===== src/hdl/tprs_pkg.sv =====
`timescale 1ns / 1ps
// Shared types, widths and codes for the thermal profile ramp sequencer.
// No dependencies; every other file but tprs_ram imports this package.
package tprs_pkg;

  localparam int OP_W       = 2;
  localparam int TEMP_W     = 15;
  localparam int IDX_W      = 4;
  localparam int KIND_W     = 2;
  localparam int ETEMP_W    = 10;
  localparam int SECS_W     = 8;
  localparam int TGT_W      = 14;
  localparam int ELAPSED_W  = 9;

  localparam int DEPTH_DEF     = 16;
  localparam int RATE_FRAC_DEF = 12;

  typedef enum logic [OP_W-1:0] {
    OP_WRITE = 2'd0,
    OP_START = 2'd1,
    OP_TICK  = 2'd2,
    OP_NONE  = 2'd3
  } op_t;

  typedef enum logic [KIND_W-1:0] {
    KIND_NORMAL   = 2'd0,
    KIND_COOL_OFF = 2'd1,
    KIND_COOL_ON  = 2'd2,
    KIND_DONE     = 2'd3
  } kind_t;

  typedef struct packed {
    kind_t                kind;
    logic [ETEMP_W-1:0]   temp;
    logic [SECS_W-1:0]    secs;
  } entry_t;

  localparam int ENTRY_W = $bits(entry_t);

endpackage


===== src/hdl/tprs_if.sv =====
`timescale 1ns / 1ps
// Valid/ready channel interfaces for the sequencer's input and result words.
// Depends on tprs_pkg for the field widths.
interface tprs_in_if import tprs_pkg::*; ();
  logic                     valid;
  logic                     ready;
  logic [OP_W-1:0]          operation;
  logic signed [TEMP_W-1:0] temperature;
  logic [IDX_W-1:0]         entry_index;
  logic [KIND_W-1:0]        entry_kind;
  logic [ETEMP_W-1:0]       entry_temp;
  logic [SECS_W-1:0]        entry_seconds;

  modport source (output valid, operation, temperature, entry_index, entry_kind,
                  entry_temp, entry_seconds, input ready);
  modport sink   (input valid, operation, temperature, entry_index, entry_kind,
                  entry_temp, entry_seconds, output ready);
endinterface

interface tprs_out_if import tprs_pkg::*; ();
  logic                     valid;
  logic                     ready;
  logic signed [TEMP_W-1:0] setpoint_out;
  logic [TGT_W-1:0]         target_out;
  logic                     cooler_on;
  logic                     running;
  logic                     finished;

  modport source (output valid, setpoint_out, target_out, cooler_on, running, finished,
                  input ready);
  modport sink   (input valid, setpoint_out, target_out, cooler_on, running, finished,
                  output ready);
endinterface


===== src/hdl/thermal_profile_ramp_sequencer_top.sv =====
`timescale 1ns / 1ps
// Thermal profile ramp sequencer: profile table, step walker and setpoint ramp.
// A write goes from IDLE to RESP; a tick without advance passes RD and EVAL first;
// a table walk adds an RD and EVAL pass per slot visited (one RAM read each), and a
// new ramp rate waits in DIV for the serial divider. One word in flight at a time;
// the next word is taken while the last result waits. Synchronous reset clears the
// control and ramp state but not scan, mode or held words; table unset until written.
module thermal_profile_ramp_sequencer_top import tprs_pkg::*; #(
  parameter int TABLE_DEPTH    = DEPTH_DEF,
  parameter int RATE_FRAC_BITS = RATE_FRAC_DEF
) (
  input  logic       clk,
  input  logic       rst_n,
  tprs_in_if.sink    in_ch,
  tprs_out_if.source out_ch
);

  localparam int F      = RATE_FRAC_BITS;
  localparam int AW     = $clog2(TABLE_DEPTH);
  localparam int IW     = $clog2(TABLE_DEPTH + 1);
  localparam int ACC_W  = TEMP_W + F;
  localparam int RATE_W = TEMP_W + 1 + F;
  localparam int SUM_W  = RATE_W + 1;
  localparam logic [IW-1:0] LAST_IDX  = IW'(TABLE_DEPTH - 1);
  localparam logic [IW-1:0] DEPTH_IDX = IW'(TABLE_DEPTH);
  localparam logic signed [SUM_W-1:0] ACC_HI = {2'b00, 15'h3FFF, {F{1'b0}}};
  localparam logic signed [SUM_W-1:0] ACC_LO = {2'b11, 15'h4000, {F{1'b0}}};

  typedef enum logic [4:0] {
    ST_IDLE = 5'b00001,
    ST_RD   = 5'b00010,
    ST_EVAL = 5'b00100,
    ST_DIV  = 5'b01000,
    ST_RESP = 5'b10000
  } state_t;

  typedef enum logic [1:0] {
    MODE_START = 2'd0,
    MODE_ADV   = 2'd1,
    MODE_CUR   = 2'd2
  } mode_t;

  state_t                    state_r, state_nxt;
  mode_t                     mode_r, mode_nxt;
  logic signed [TEMP_W-1:0]  temp_r;
  logic [IW-1:0]             scan_r, scan_nxt;
  logic [IW-1:0]             step_r, step_nxt;
  logic [ETEMP_W-1:0]        target_r, target_nxt;
  logic signed [ACC_W-1:0]   acc_r, acc_nxt;
  logic signed [RATE_W-1:0]  rate_r, rate_nxt;
  logic [ELAPSED_W-1:0]      elapsed_r, elapsed_nxt;
  logic                      cooler_r, cooler_nxt;
  logic                      active_r, active_nxt;
  logic                      fin_r, fin_nxt;

  logic                      out_valid_r;
  logic signed [TEMP_W-1:0]  out_sp_r;
  logic [TGT_W-1:0]          out_tgt_r;
  logic                      out_cool_r;
  logic                      out_run_r;
  logic                      out_fin_r;

  logic                      in_acc;
  logic                      out_load;
  logic                      ram_we;
  logic [ENTRY_W-1:0]        ram_rdata;
  entry_t                    ent;
  entry_t                    wr_ent;

  logic                      div_start;
  logic                      div_neg;
  logic [ACC_W-1:0]          div_mag;
  logic                      div_done;
  logic signed [RATE_W-1:0]  div_quot;

  logic [IW-1:0]             step_inc;
  logic signed [TEMP_W+1:0]  diff;
  logic [TEMP_W+1:0]         diff_abs;
  logic signed [SUM_W-1:0]   sum;
  logic                      reached;
  logic [ELAPSED_W-1:0]      elapsed_inc;

  assign in_acc   = in_ch.valid && in_ch.ready;
  assign out_load = (state_r == ST_RESP) && (!out_valid_r || out_ch.ready);

  assign wr_ent = '{kind: kind_t'(in_ch.entry_kind), temp: in_ch.entry_temp,
                    secs: in_ch.entry_seconds};
  assign ram_we = in_acc && (op_t'(in_ch.operation) == OP_WRITE) &&
                  ({{(32-IDX_W){1'b0}}, in_ch.entry_index} < TABLE_DEPTH);

  tprs_ram #(
    .WIDTH (ENTRY_W),
    .DEPTH (TABLE_DEPTH)
  ) u_table (
    .clk   (clk),
    .we    (ram_we),
    .waddr (AW'(in_ch.entry_index)),
    .wdata (wr_ent),
    .raddr (scan_r[AW-1:0]),
    .rdata (ram_rdata)
  );

  assign ent = entry_t'(ram_rdata);

  tprs_div #(
    .FRAC_BITS (F)
  ) u_div (
    .clk      (clk),
    .rst_n    (rst_n),
    .start    (div_start),
    .negate   (div_neg),
    .mag      (div_mag),
    .divisor  (ent.secs),
    .done     (div_done),
    .quotient (div_quot)
  );

  always_comb begin
    step_inc    = step_r + IW'(1);
    diff        = $signed({3'b000, ent.temp, 4'b0000}) - $signed({{2{temp_r[TEMP_W-1]}}, temp_r});
    diff_abs    = diff[TEMP_W+1] ? ((TEMP_W+2)'(0) - diff) : diff;
    sum         = $signed({{2{acc_r[ACC_W-1]}}, acc_r}) + $signed({rate_r[RATE_W-1], rate_r});
    elapsed_inc = (elapsed_r == '1) ? elapsed_r : elapsed_r + ELAPSED_W'(1);
    if (!rate_r[RATE_W-1]) begin
      reached = $signed({temp_r[TEMP_W-1], temp_r}) >= $signed({2'b00, target_r, 4'b0000});
    end else begin
      reached = $signed({temp_r[TEMP_W-1], temp_r}) <= $signed({2'b00, target_r, 4'b0000});
    end
    div_neg = diff[TEMP_W+1];
    div_mag = {diff_abs[TEMP_W-1:0], {F{1'b0}}};
  end

  always_comb begin
    state_nxt   = state_r;
    mode_nxt    = mode_r;
    scan_nxt    = scan_r;
    step_nxt    = step_r;
    target_nxt  = target_r;
    acc_nxt     = acc_r;
    rate_nxt    = rate_r;
    elapsed_nxt = elapsed_r;
    cooler_nxt  = cooler_r;
    active_nxt  = active_r;
    fin_nxt     = fin_r;
    div_start   = 1'b0;

    unique case (state_r)
      ST_IDLE: begin
        if (in_acc) begin
          fin_nxt   = 1'b0;
          state_nxt = ST_RESP;
          unique case (op_t'(in_ch.operation))
            OP_START: begin
              scan_nxt  = '0;
              mode_nxt  = MODE_START;
              state_nxt = ST_RD;
            end
            OP_TICK: begin
              if (active_r) begin
                scan_nxt  = step_r;
                mode_nxt  = MODE_CUR;
                state_nxt = ST_RD;
              end
            end
            OP_WRITE, OP_NONE: begin
              state_nxt = ST_RESP;
            end
            default: state_nxt = ST_RESP;
          endcase
        end
      end

      ST_RD: state_nxt = ST_EVAL;

      ST_EVAL: begin
        state_nxt = ST_RESP;
        if (mode_r == MODE_CUR) begin
          if ({1'b0, ent.secs} > elapsed_r) begin
            priority if (sum > ACC_HI) begin
              acc_nxt = ACC_HI[ACC_W-1:0];
            end else if (sum < ACC_LO) begin
              acc_nxt = ACC_LO[ACC_W-1:0];
            end else begin
              acc_nxt = sum[ACC_W-1:0];
            end
            elapsed_nxt = elapsed_inc;
          end else begin
            acc_nxt = {1'b0, target_r, 4'b0000, {F{1'b0}}};
            if (!reached) begin
              elapsed_nxt = elapsed_inc;
            end else if (step_inc == DEPTH_IDX) begin
              active_nxt = 1'b0;
              fin_nxt    = 1'b1;
            end else begin
              scan_nxt  = step_inc;
              mode_nxt  = MODE_ADV;
              state_nxt = ST_RD;
            end
          end
        end else begin
          // Walk the table: apply cooler entries, skip zero targets, stop at done or table end.
          unique case (ent.kind)
            KIND_DONE: begin
              active_nxt = 1'b0;
              fin_nxt    = 1'b1;
            end
            KIND_COOL_ON, KIND_COOL_OFF, KIND_NORMAL: begin
              if (ent.kind == KIND_COOL_ON) begin
                cooler_nxt = 1'b1;
              end else if (ent.kind == KIND_COOL_OFF) begin
                cooler_nxt = 1'b0;
              end
              if (ent.kind == KIND_NORMAL && ent.temp != '0) begin
                step_nxt   = scan_r;
                target_nxt = ent.temp;
                if (mode_r == MODE_START) begin
                  acc_nxt     = {temp_r, {F{1'b0}}};
                  elapsed_nxt = '0;
                  active_nxt  = 1'b1;
                end else begin
                  elapsed_nxt = ELAPSED_W'(1);
                end
                if (mode_r == MODE_ADV && ent.temp == target_r) begin
                  rate_nxt = '0;
                end else if (ent.secs == '0) begin
                  rate_nxt = {diff[TEMP_W:0], {F{1'b0}}};
                end else begin
                  div_start = 1'b1;
                  state_nxt = ST_DIV;
                end
              end else if (scan_r == LAST_IDX) begin
                active_nxt = 1'b0;
                fin_nxt    = 1'b1;
              end else begin
                scan_nxt  = scan_r + IW'(1);
                state_nxt = ST_RD;
              end
            end
            default: state_nxt = ST_RESP;
          endcase
        end
      end

      ST_DIV: begin
        if (div_done) begin
          rate_nxt  = div_quot;
          state_nxt = ST_RESP;
        end
      end

      ST_RESP: begin
        if (out_load) begin
          state_nxt = ST_IDLE;
        end
      end

      default: state_nxt = ST_IDLE;
    endcase
  end

  always_ff @(posedge clk) begin
    if (!rst_n) begin
      state_r     <= ST_IDLE;
      step_r      <= '0;
      target_r    <= '0;
      acc_r       <= '0;
      rate_r      <= '0;
      elapsed_r   <= '0;
      cooler_r    <= 1'b0;
      active_r    <= 1'b0;
      fin_r       <= 1'b0;
      out_valid_r <= 1'b0;
    end else begin
      state_r   <= state_nxt;
      step_r    <= step_nxt;
      target_r  <= target_nxt;
      acc_r     <= acc_nxt;
      rate_r    <= rate_nxt;
      elapsed_r <= elapsed_nxt;
      cooler_r  <= cooler_nxt;
      active_r  <= active_nxt;
      fin_r     <= fin_nxt;
      if (out_load) begin
        out_valid_r <= 1'b1;
      end else if (out_ch.ready) begin
        out_valid_r <= 1'b0;
      end
    end
  end

  // Hold the scan index, mode, input temperature and result word.
  always_ff @(posedge clk) begin
    mode_r <= mode_nxt;
    scan_r <= scan_nxt;
    if (in_acc) begin
      temp_r <= in_ch.temperature;
    end
    if (out_load) begin
      out_sp_r   <= acc_r[ACC_W-1:F];
      out_tgt_r  <= {target_r, 4'b0000};
      out_cool_r <= cooler_r;
      out_run_r  <= active_r;
      out_fin_r  <= fin_r;
    end
  end

  assign in_ch.ready         = (state_r == ST_IDLE);
  assign out_ch.valid        = out_valid_r;
  assign out_ch.setpoint_out = out_sp_r;
  assign out_ch.target_out   = out_tgt_r;
  assign out_ch.cooler_on    = out_cool_r;
  assign out_ch.running      = out_run_r;
  assign out_ch.finished     = out_fin_r;

endmodule


===== src/hdl/tprs_ram.sv =====
`timescale 1ns / 1ps
// Generic single-write, single-read RAM with registered read data.
// No dependencies.
module tprs_ram #(
  parameter int WIDTH = 8,
  parameter int DEPTH = 16
) (
  input  logic                     clk,
  input  logic                     we,
  input  logic [$clog2(DEPTH)-1:0] waddr,
  input  logic [WIDTH-1:0]         wdata,
  input  logic [$clog2(DEPTH)-1:0] raddr,
  output logic [WIDTH-1:0]         rdata
);

  logic [WIDTH-1:0] mem_r [DEPTH];
  logic [WIDTH-1:0] rdata_r;

  always_ff @(posedge clk) begin
    if (we) begin
      mem_r[waddr] <= wdata;
    end
    rdata_r <= mem_r[raddr];
  end

  assign rdata = rdata_r;

endmodule


===== src/hdl/tprs_div.sv =====
`timescale 1ns / 1ps
// Bit-serial restoring divider for the ramp rate: one quotient bit a cycle.
// Depends on tprs_pkg for the temperature and seconds widths.
module tprs_div import tprs_pkg::*; #(
  parameter int FRAC_BITS = RATE_FRAC_DEF
) (
  input  logic                                clk,
  input  logic                                rst_n,
  input  logic                                start,
  input  logic                                negate,
  input  logic [TEMP_W+FRAC_BITS-1:0]         mag,
  input  logic [SECS_W-1:0]                   divisor,
  output logic                                done,
  output logic signed [TEMP_W+FRAC_BITS:0]    quotient
);

  localparam int MAG_W  = TEMP_W + FRAC_BITS;
  localparam int RATE_W = MAG_W + 1;
  localparam int CNT_W  = $clog2(MAG_W + 1);

  logic              busy_r;
  logic              done_r;
  logic              neg_r;
  logic [CNT_W-1:0]  cnt_r;
  logic [SECS_W-1:0] rem_r;
  logic [SECS_W-1:0] dvs_r;
  logic [MAG_W-1:0]  shf_r;

  logic [SECS_W:0]   trial;
  logic [SECS_W:0]   diff;
  logic              ge;
  logic [SECS_W-1:0] rem_nxt;

  always_comb begin
    trial   = {rem_r, shf_r[MAG_W-1]};
    diff    = trial - {1'b0, dvs_r};
    ge      = (trial >= {1'b0, dvs_r});
    rem_nxt = ge ? diff[SECS_W-1:0] : trial[SECS_W-1:0];
  end

  always_ff @(posedge clk) begin
    if (!rst_n) begin
      busy_r <= 1'b0;
      done_r <= 1'b0;
      cnt_r  <= '0;
    end else if (start) begin
      busy_r <= 1'b1;
      done_r <= 1'b0;
      cnt_r  <= '0;
    end else if (busy_r) begin
      cnt_r <= cnt_r + CNT_W'(1);
      if (cnt_r == CNT_W'(MAG_W - 1)) begin
        busy_r <= 1'b0;
        done_r <= 1'b1;
      end
    end else begin
      done_r <= 1'b0;
    end
  end

  // Dividend shifts out at the top while quotient bits shift in at the bottom.
  always_ff @(posedge clk) begin
    if (start) begin
      shf_r <= mag;
      rem_r <= '0;
      dvs_r <= divisor;
      neg_r <= negate;
    end else if (busy_r) begin
      shf_r <= {shf_r[MAG_W-2:0], ge};
      rem_r <= rem_nxt;
    end
  end

  assign done     = done_r;
  assign quotient = neg_r ? $signed(RATE_W'(0) - {1'b0, shf_r}) : $signed({1'b0, shf_r});

endmodule


===== src/flat_wrapper.sv =====
// flat-port wrapper written by rule: the top's interface ports become plain ports
module thermal_profile_ramp_sequencer_top_flat import tprs_pkg::*;
#(
  parameter int TABLE_DEPTH    = DEPTH_DEF,
  parameter int RATE_FRAC_BITS = RATE_FRAC_DEF
)
  (clk, rst_n, in_ch_valid, in_ch_operation, in_ch_temperature, in_ch_entry_index, in_ch_entry_kind, in_ch_entry_temp, in_ch_entry_seconds, in_ch_ready, out_ch_valid, out_ch_setpoint_out, out_ch_target_out, out_ch_cooler_on, out_ch_running, out_ch_finished, out_ch_ready);
  tprs_in_if in_ch_i ();
  tprs_out_if out_ch_i ();
  input  logic clk;
  input  logic rst_n;
  input wire logic [$bits(in_ch_i.valid)-1:0] in_ch_valid;
  input wire logic [$bits(in_ch_i.operation)-1:0] in_ch_operation;
  input wire logic [$bits(in_ch_i.temperature)-1:0] in_ch_temperature;
  input wire logic [$bits(in_ch_i.entry_index)-1:0] in_ch_entry_index;
  input wire logic [$bits(in_ch_i.entry_kind)-1:0] in_ch_entry_kind;
  input wire logic [$bits(in_ch_i.entry_temp)-1:0] in_ch_entry_temp;
  input wire logic [$bits(in_ch_i.entry_seconds)-1:0] in_ch_entry_seconds;
  output wire logic [$bits(in_ch_i.ready)-1:0] in_ch_ready;
  output wire logic [$bits(out_ch_i.valid)-1:0] out_ch_valid;
  output wire logic [$bits(out_ch_i.setpoint_out)-1:0] out_ch_setpoint_out;
  output wire logic [$bits(out_ch_i.target_out)-1:0] out_ch_target_out;
  output wire logic [$bits(out_ch_i.cooler_on)-1:0] out_ch_cooler_on;
  output wire logic [$bits(out_ch_i.running)-1:0] out_ch_running;
  output wire logic [$bits(out_ch_i.finished)-1:0] out_ch_finished;
  input wire logic [$bits(out_ch_i.ready)-1:0] out_ch_ready;
  assign in_ch_i.valid = in_ch_valid;
  assign in_ch_i.operation = in_ch_operation;
  assign in_ch_i.temperature = in_ch_temperature;
  assign in_ch_i.entry_index = in_ch_entry_index;
  assign in_ch_i.entry_kind = in_ch_entry_kind;
  assign in_ch_i.entry_temp = in_ch_entry_temp;
  assign in_ch_i.entry_seconds = in_ch_entry_seconds;
  assign in_ch_ready = in_ch_i.ready;
  assign out_ch_valid = out_ch_i.valid;
  assign out_ch_setpoint_out = out_ch_i.setpoint_out;
  assign out_ch_target_out = out_ch_i.target_out;
  assign out_ch_cooler_on = out_ch_i.cooler_on;
  assign out_ch_running = out_ch_i.running;
  assign out_ch_finished = out_ch_i.finished;
  assign out_ch_i.ready = out_ch_ready;
  thermal_profile_ramp_sequencer_top #(.TABLE_DEPTH(TABLE_DEPTH), .RATE_FRAC_BITS(RATE_FRAC_BITS)) u_core (.clk(clk), .rst_n(rst_n), .in_ch(in_ch_i), .out_ch(out_ch_i));
endmodule

===== config.mk =====
export PLATFORM = sky130hd
export DESIGN_NAME = thermal_profile_ramp_sequencer_top_flat
export DESIGN_NICKNAME = d
export VERILOG_FILES = /design/src/hdl/tprs_pkg.sv /design/src/hdl/tprs_if.sv /design/src/hdl/thermal_profile_ramp_sequencer_top.sv /design/src/hdl/tprs_ram.sv /design/src/hdl/tprs_div.sv /design/src/flat_wrapper.sv
export SDC_FILE = /design/constraint.sdc
export NUM_CORES = 1
export LEC_CHECK = 0
export BUFFER_PORTS_ARGS = -buffer_cell sky130_fd_sc_hd__buf_4
export CAP_MARGIN = 20
export CORE_MARGIN = 4
export CORE_UTILIZATION = 40
export CTS_CLUSTER_DIAMETER = 30
export DETAILED_ROUTE_END_ITERATION = 10
export SLEW_MARGIN = 20
export SYNTH_ARGS = -nofsm -noshare
export SYNTH_HDL_FRONTEND = slang
export SYNTH_SLANG_ARGS = --single-unit

===== constraint.sdc =====
create_clock -name clk -period 8.55 [get_ports clk]
set_clock_uncertainty 0.05 [all_clocks]
set_input_delay 1.2825 -clock clk [delete_from_list [all_inputs] [get_ports clk]]
set_output_delay 1.2825 -clock clk [all_outputs]
set_load 0.01 [all_outputs]

==> summary.md, run 1 <==
| Metric | Value |
|---|---|
| Status | finished clean |
| Die Ht | 256 microns |
| Worst slew pin tran | 1080 ps |
| CP arrival | 4530 ps |
| DR vias | 16177 |
| Synthesis Warnings | 0 |
| CP Launch Type | flop |
| Post-route ant nets | 0 |
| Row cnt | 90 |
| Top post-synthesis cells by area | edfxtp_1 (48%), dfxtp_1 (11%), mux4_2 (9.2%), ha_1 (4.0%), nand2_1 (2.1%) |
| Gpl congestion | 0.877 |
| CP max stage delay | 470 ps |
| Drc violations | 0 |
| Netlist cell types | 93 |
| Fillers | 5168 |
| RSZ-0062 raised after global routing | no |
| Synth top area share | 0.482 |
| Initial Util | 0.406 |
| Critical path type | reg -> reg |
| Ys flop type | edfxtp_1 |
| Final Hold Vio Count | 0 |
| Seq/Total Area, Yosys | 0.593 |
| Root Driver | clkbuf_16 |
| Finished Cell Area | 29700 sq um |
| DRT Pass-1 Iters | 6 |
| Share of layout cells above drive strength 1 | 0.209 |
| GRT overflow | 0 |
| Overall power | 7.33 mW |
| Via-per-instance ratio | 5.66 |
| #FFs+latches synth | 529 |
| Clock transition at path regs | 50 ps |
| Synth async-reset ratio | 0 |
| Placement Cell Area | 26000 sq um |
| Most common cell after layout, fill and taps aside | edfxtp_1 |
| CP max stage cell | o22ai_2 |
| P&R area growth vs syn | 21.0% |
| Clock latency at the later pin of the worst-skew pair | 650 ps |
| Max-slew violations | 0 |
| Core ar. | 60500 sq um |
| FMAX | 0.248 GHz |
| CTS H-tree depth | 3 |
| Setup crit end kind | flop |
| Total I/O pin count | 79 |
| Cell Area, Synth | 24500 sq um |
| Iteration-0 DRC count of the detailed router | 1263 |
| Commonest non-fill, non-tap cells in the layout | edfxtp_1 (394), nand2_1 (137), dfxtp_1 (134), clkbuf_16 (106), buf_4 (105) |
| Fin Hold WS | 404 ps |
| Die Wd | 256 microns |
| Nets | 2115 |
| Post-synth EDFFs | 394 |
| Post-CTS Resized | 0 |
| Syn Area/Cell | 13.2 sq um |
| CTS tree | yes |
| Max-Cap Viols | 0 |
| HPWL after detailed placement | 41400 microns |
| Relative slew slack | 0.277 |
| Worst-case clock buffer depth | 3 |
| Post-synth top area cell | edfxtp_1 |
| PwrDens | 247 nW/um^2 |
| Pleak | 10.6 nW |
| Worst vdd ir | 219 uV |
| Vias in the first global route | 16323 |
| Die area | 65300 sq um |
| Final setup vio count | 0 |
| Crit-path cells | ha_1, inv_1, fa_1, and2b_4, o2111a_1, nor4_4, nor3_1, nor4b_1, a311o_1, o22ai_2, and2b_1, nand4_1, o21ai_0 |
| Wirelength per Cell | 21.7 microns |
| Total global-route track usage | 0.186 |
| Final Critical Period | 4030 ps |
| WP data required | 9050 ps |
| First-pass GRT wire length | 95600 microns |
| Worst min path class | reg -> reg |
| IO Port Bufs | 74 |
| Initial antenna violation count | 0 |
| Final period utilization | 0.471 |
| Hold bufs inserted after CTS | 0 |
| Cts bufs inserted | 103 |
| # diodes | 0 |
| Largest net degree at the start of global routing | 79 |
| Maximum fanout along the worst path | 12 |
| Cells after Synth | 1864 |
| Post-Route WL | 62000 microns |
| Post-CTS setup buffers | 0 |
| CTS sink cnt | 529 |
| Final TNS setup | 0 ps |
| Core Util, Final | 0.491 |
==> area by class of cell <==
| cell class | instances | area [sq um] | area share |
|---|---|---|---|
| inverters | 69 | 259 | 0.00873 |
| flip-flops and latches | 529 | 14500 | 0.490 |
| clock buffers | 124 | 2770 | 0.0934 |
| clock inverters | 69 | 871 | 0.0293 |
| well taps | 782 | 978 | 0.0330 |
| multi-input cells | 1180 | 9450 | 0.319 |
| repair buffers | 106 | 803 | 0.0271 |
==> cells by family (layout without fill, tap and decap cells) <==
group / after synthesis / in the layout / synth area share
simple gates: 477 / 477 / 0.0957
compound gates: 409 / 409 / 0.112
buf+inv: 158 / 368 / 0.0255
flops: 529 / 529 / 0.593
mux: 125 / 125 / 0.102
fa+ha+maj: 81 / 81 / 0.0419
other cells: 1 / 4 / 0.000153
xor+xnor: 84 / 84 / 0.0300
==> cell usage after synthesis, types with 41 or more instances <==
library cell,instances
nor2_1,109
nor3_1,44
inv_1,67
mux4_2,100
ha_1,79
o21ai_0,92
a21oi_1,77
edfxtp_1,394
nand2_1,137
clkbuf_1,66
xnor2_1,43
xor2_1,41
dfxtp_1,135
==> power by group <==
| group | internal [mW] | switching (mW) |
|---|---|---|
| logic | 0.165 | 0.229 |
| registers | 2.79 | 0.0354 |
| clock network | 2.77 | 1.35 |
| total | 5.72 | 1.61 |
==> metal layers <==
layer	track usage	wire, microns	share of wire
met3	0.0358	3490	0.056
met2	0.315	30900	0.50
met1	0.244	26300	0.42
met5	0	0	0
met4	0.0552	1360	0.022
==> critical path: cells and delay by family (launching register included) <==
| kind | cells | cell delay (ps) |
|---|---|---|
| AOI/OAI and AO/OA | 4 | 1410 |
| adders and majority gates | 2 | 620 |
| buffers and inverters | 1 | 70 |
| DFF | 1 | 330 |
| and+or+nand+nor | 6 | 1470 |
==> per-stage QoR <==
| step | worst slack (ps) | instances |
|---|---|---|
| floorplan | 4220 | 1867 |
| CTS | 4520 | 2858 |
| global route | 4170 | 2859 |
| detailed placement | 4560 | 2665 |
| global placement | 4730 | 2665 |
| finish | 4520 | 2859 |
==> registers in the layout, indices dropped and copies added (netlist names), 2 cells and up <==
register / flops
u_core.out_ch.setpoint_out: 15
u_core.u_div.dvs_r: 8
u_core.u_table.mem_r: 320
u_core.mode_r: 2
u_core.state_r: 5
u_core.rate_r: 28
u_core.u_div.rem_r: 8
u_core.elapsed_r: 9
u_core.target_r: 10
u_core.out_ch.target_out: 10
u_core.u_div.cnt_r: 5
u_core.u_table.rdata: 20
u_core.temp_r: 15
u_core.acc_r: 27
u_core.step_r: 5
u_core.u_div.shf_r: 27
u_core.scan_r: 5
==> worst paths after layout <==
kind / startpoint / end / slack (ps) / cells past startpoint
min reg2reg: u_core.acc_r[8] / u_core.acc_r[8] / 400 / 2
max reg2reg: u_core.rate_r[0] / u_core.acc_r[4] / 4520 / 13
min: u_core.acc_r[8] / u_core.acc_r[8] / 400 / 2
max: u_core.rate_r[0] / u_core.acc_r[4] / 4520 / 13
No activity file was read; power rests on OpenSTA's default activity.
==> run 2: changes to the inputs <==
Clock period 8.55 ns to 3.5 ns, I/O delays scaled along.
==> run 2 against run 1 <==
Sequential share of layout area fell by 1.5 points. Global-route usage shrank 0.23 points. Largest power group unchanged. Via count increased by 0.71%. Routed wire length is 1.3% lower. Sequential power increased by 140%. Critical endpoint is now u_core.acc_r[12]. Combinational power grew to 2.6 times the previous value. Core utilization grew 1.6 points. Non-clock buffer count up 67. Critical path type unchanged.
==> summary.md, run 2 (synthesis results as in run 1) <==
| Metric | Value |
|---|---|
| Most common cell after layout, fill and taps aside | edfxtp_1 |
| Crit-path cells | ha_4, inv_2, fa_2, and2b_4, o2111a_2, nor4_4, nor3_2, or2_0, a311o_1, a211oi_4, a41oi_4, or2_4, a31oi_1 |
| Maximum fanout along the worst path | 4 |
| Largest Register | u_core.u_table.mem_r |
| Critical path type | reg -> reg |
| Met1 GRT Util | 0.241 |
| Total global-route track usage | 0.183 |
| Worst setup margin | 75.9 ps |
| Worst min path class | in -> reg |
| Fin Hold WS | 95.4 ps |
| Total I/O pin count | 79 |
| Worst slew pin tran | 791 ps |
| CTS tree | yes |
| Die Wd | 256 microns |
| Setup crit end kind | flop |
| Final Critical Period | 3420 ps |
| Final period utilization | 0.978 |
| GRT met2 Usage | 0.309 |
| CTS sink cnt | 529 |
| DR vias | 16292 |
| Row cnt | 90 |
| CP Launch Type | flop |
| Post-Place Worst Slack | -28.8 ps |
| Post-route ant nets | 0 |
| Status | finished clean |
| Non-filler instance count after layout | 2933 |
| P&R area growth vs syn | 24.8% |
| Most Crowded Layer GR | met2 |
| CP arrival | 3950 ps |
| Worst-case clock buffer depth | 3 |
| Final setup vio count | 0 |
| M3 GR Usage | 0.0350 |
| FMAX | 0.292 GHz |
| Worst vdd ir | 501 uV |
| Die Ht | 256 microns |
| # diodes | 0 |
| WP data required | 4030 ps |
| Gpl congestion | 0.943 |
| HPWL after detailed placement | 41300 microns |
| Cts bufs inserted | 107 |
| Iteration-0 DRC count of the detailed router | 986 |
| CTS H-tree depth | 3 |
| DRT Pass-1 Iters | 7 |
| Fillers | 5064 |
| Wirelength per Cell | 20.9 microns |
| Clock transition at path regs | 50 ps |
| Pleak | 11.1 nW |
| Clock latency at the later pin of the worst-skew pair | 670 ps |
| Largest net degree at the start of global routing | 84 |
| CP max stage delay | 410 ps |
| Post-Route WL | 61200 microns |
| Largest registers | u_core.u_table.mem_r: 320 flops, u_core.rate_r: 28 flops |
| CP max stage cell | a311o_1 |
| Initial antenna violation count | 0 |
| Final Hold Vio Count | 0 |
| Initial Util | 0.406 |
| PwrDens | 603 nW/um^2 |
| GRT overflow | 0 |
| Share of layout cells above drive strength 1 | 0.243 |
| Number of flip-flops in the largest register | 320 |
| Core ar. | 60500 sq um |
| Commonest non-fill, non-tap cells in the layout | edfxtp_1 (394), buf_4 (154), nand2_1 (137), dfxtp_1 (132), clkbuf_16 (107) |
| IO Port Bufs | 74 |
| Die area | 65300 sq um |
| Root Driver | clkbuf_16 |
| Max-slew violations | 0 |
| Nets | 2186 |
| First-pass GRT wire length | 94600 microns |
| Relative slew slack | 0.473 |
| Vias in the first global route | 16298 |
| Dpl cells | 2713 |
| Drc violations | 0 |
| Max-Cap Viols | 0 |
| Via-per-instance ratio | 5.55 |
run 2: changes by cell type in the layout (fill, tap and decap cells not counted), moves of 4 or more:
cell and change:
inv_6 +8, buf_4 +49, o21ai_1 +6, ha_2 +4, nor3_4 +4, clkbuf_1 -6
ha_1 -5, dlygate4sd3_1 +15, clkinvlp_4 +6, o21ai_0 -8, clkinv_2 -4
run 2: final cells by class:
cell class | count | area (sq um) | share of cell area
tap | 782 | 978 | 0.0320
clock buffer | 117 | 2750 | 0.0897
multi-input combinational | 1180 | 9600 | 0.314
clock inverter | 83 | 1100 | 0.0360
timing repair buffer | 173 | 1390 | 0.0455
sequential | 529 | 14500 | 0.475
inverter | 69 | 259 | 0.00846
run 2: worst paths after layout:
check                         start                    endpoint  slack (ps)  depth (start not counted)
max                 u_core.acc_r[0]            u_core.acc_r[12]          80                         13
min          in_ch_entry_seconds[0]  u_core.u_table.mem_r[7][0]         100                          1
max reg2reg         u_core.acc_r[0]            u_core.acc_r[12]          80                         13
min reg2reg            u_core.fin_r      u_core.out_ch.finished         390                          0
run 2: layer usage:
layer	wire length (microns)	vias up	share of wire
met2	30100	434	0.49
met5	0	-	0
met3	2840	125	0.046
li1	-	7617	-
met1	26500	8116	0.43
met4	1700	0	0.028
run 2: per-stage QoR:
step / instance area, sq um / utilization / power (mW) / setup TNS (ps)
final: 30600 / 0.506 / 18.5 / 0
after CTS: 30400 / 0.503 / 18.6 / 0
after global routing: 30600 / 0.506 / 19.1 / -97.1
after detailed placement: 26400 / 0.437 / 8.02 / -148
after global placement: 26400 / 0.437 / 7.99 / 0
after floorplan: 24600 / - / 7.64 / -327
run 2: critical path: cells and delay by family (launching register included):
kind	cells	cell delay [ps]
AOI/OAI and AO/OA	5	1350
and+or+nand+nor	5	1200
adders and majority gates	2	360
DFF	1	330
buffers and inverters	1	60
run 2: power breakdown:
group / switching [mW] / internal (mW) / leakage, nW / total (mW)
registers: 0.0861 / 6.82 / 4.63 / 6.90
logic: 0.574 / 0.442 / 4.60 / 1.02
clock network: 3.49 / 7.05 / 1.82 / 10.5
total: 4.15 / 14.3 / 11.1 / 18.5
run 2: what timing repair did:
action / 4_1_cts / 5_1_grt
buffers inserted: 0 / 5
hold buffers: 15 / 0
hold endpoints to repair: 15 / 0
resized for setup: 1 / 36
setup endpoints to repair: 13 / 29
pin swaps: 1 / 21
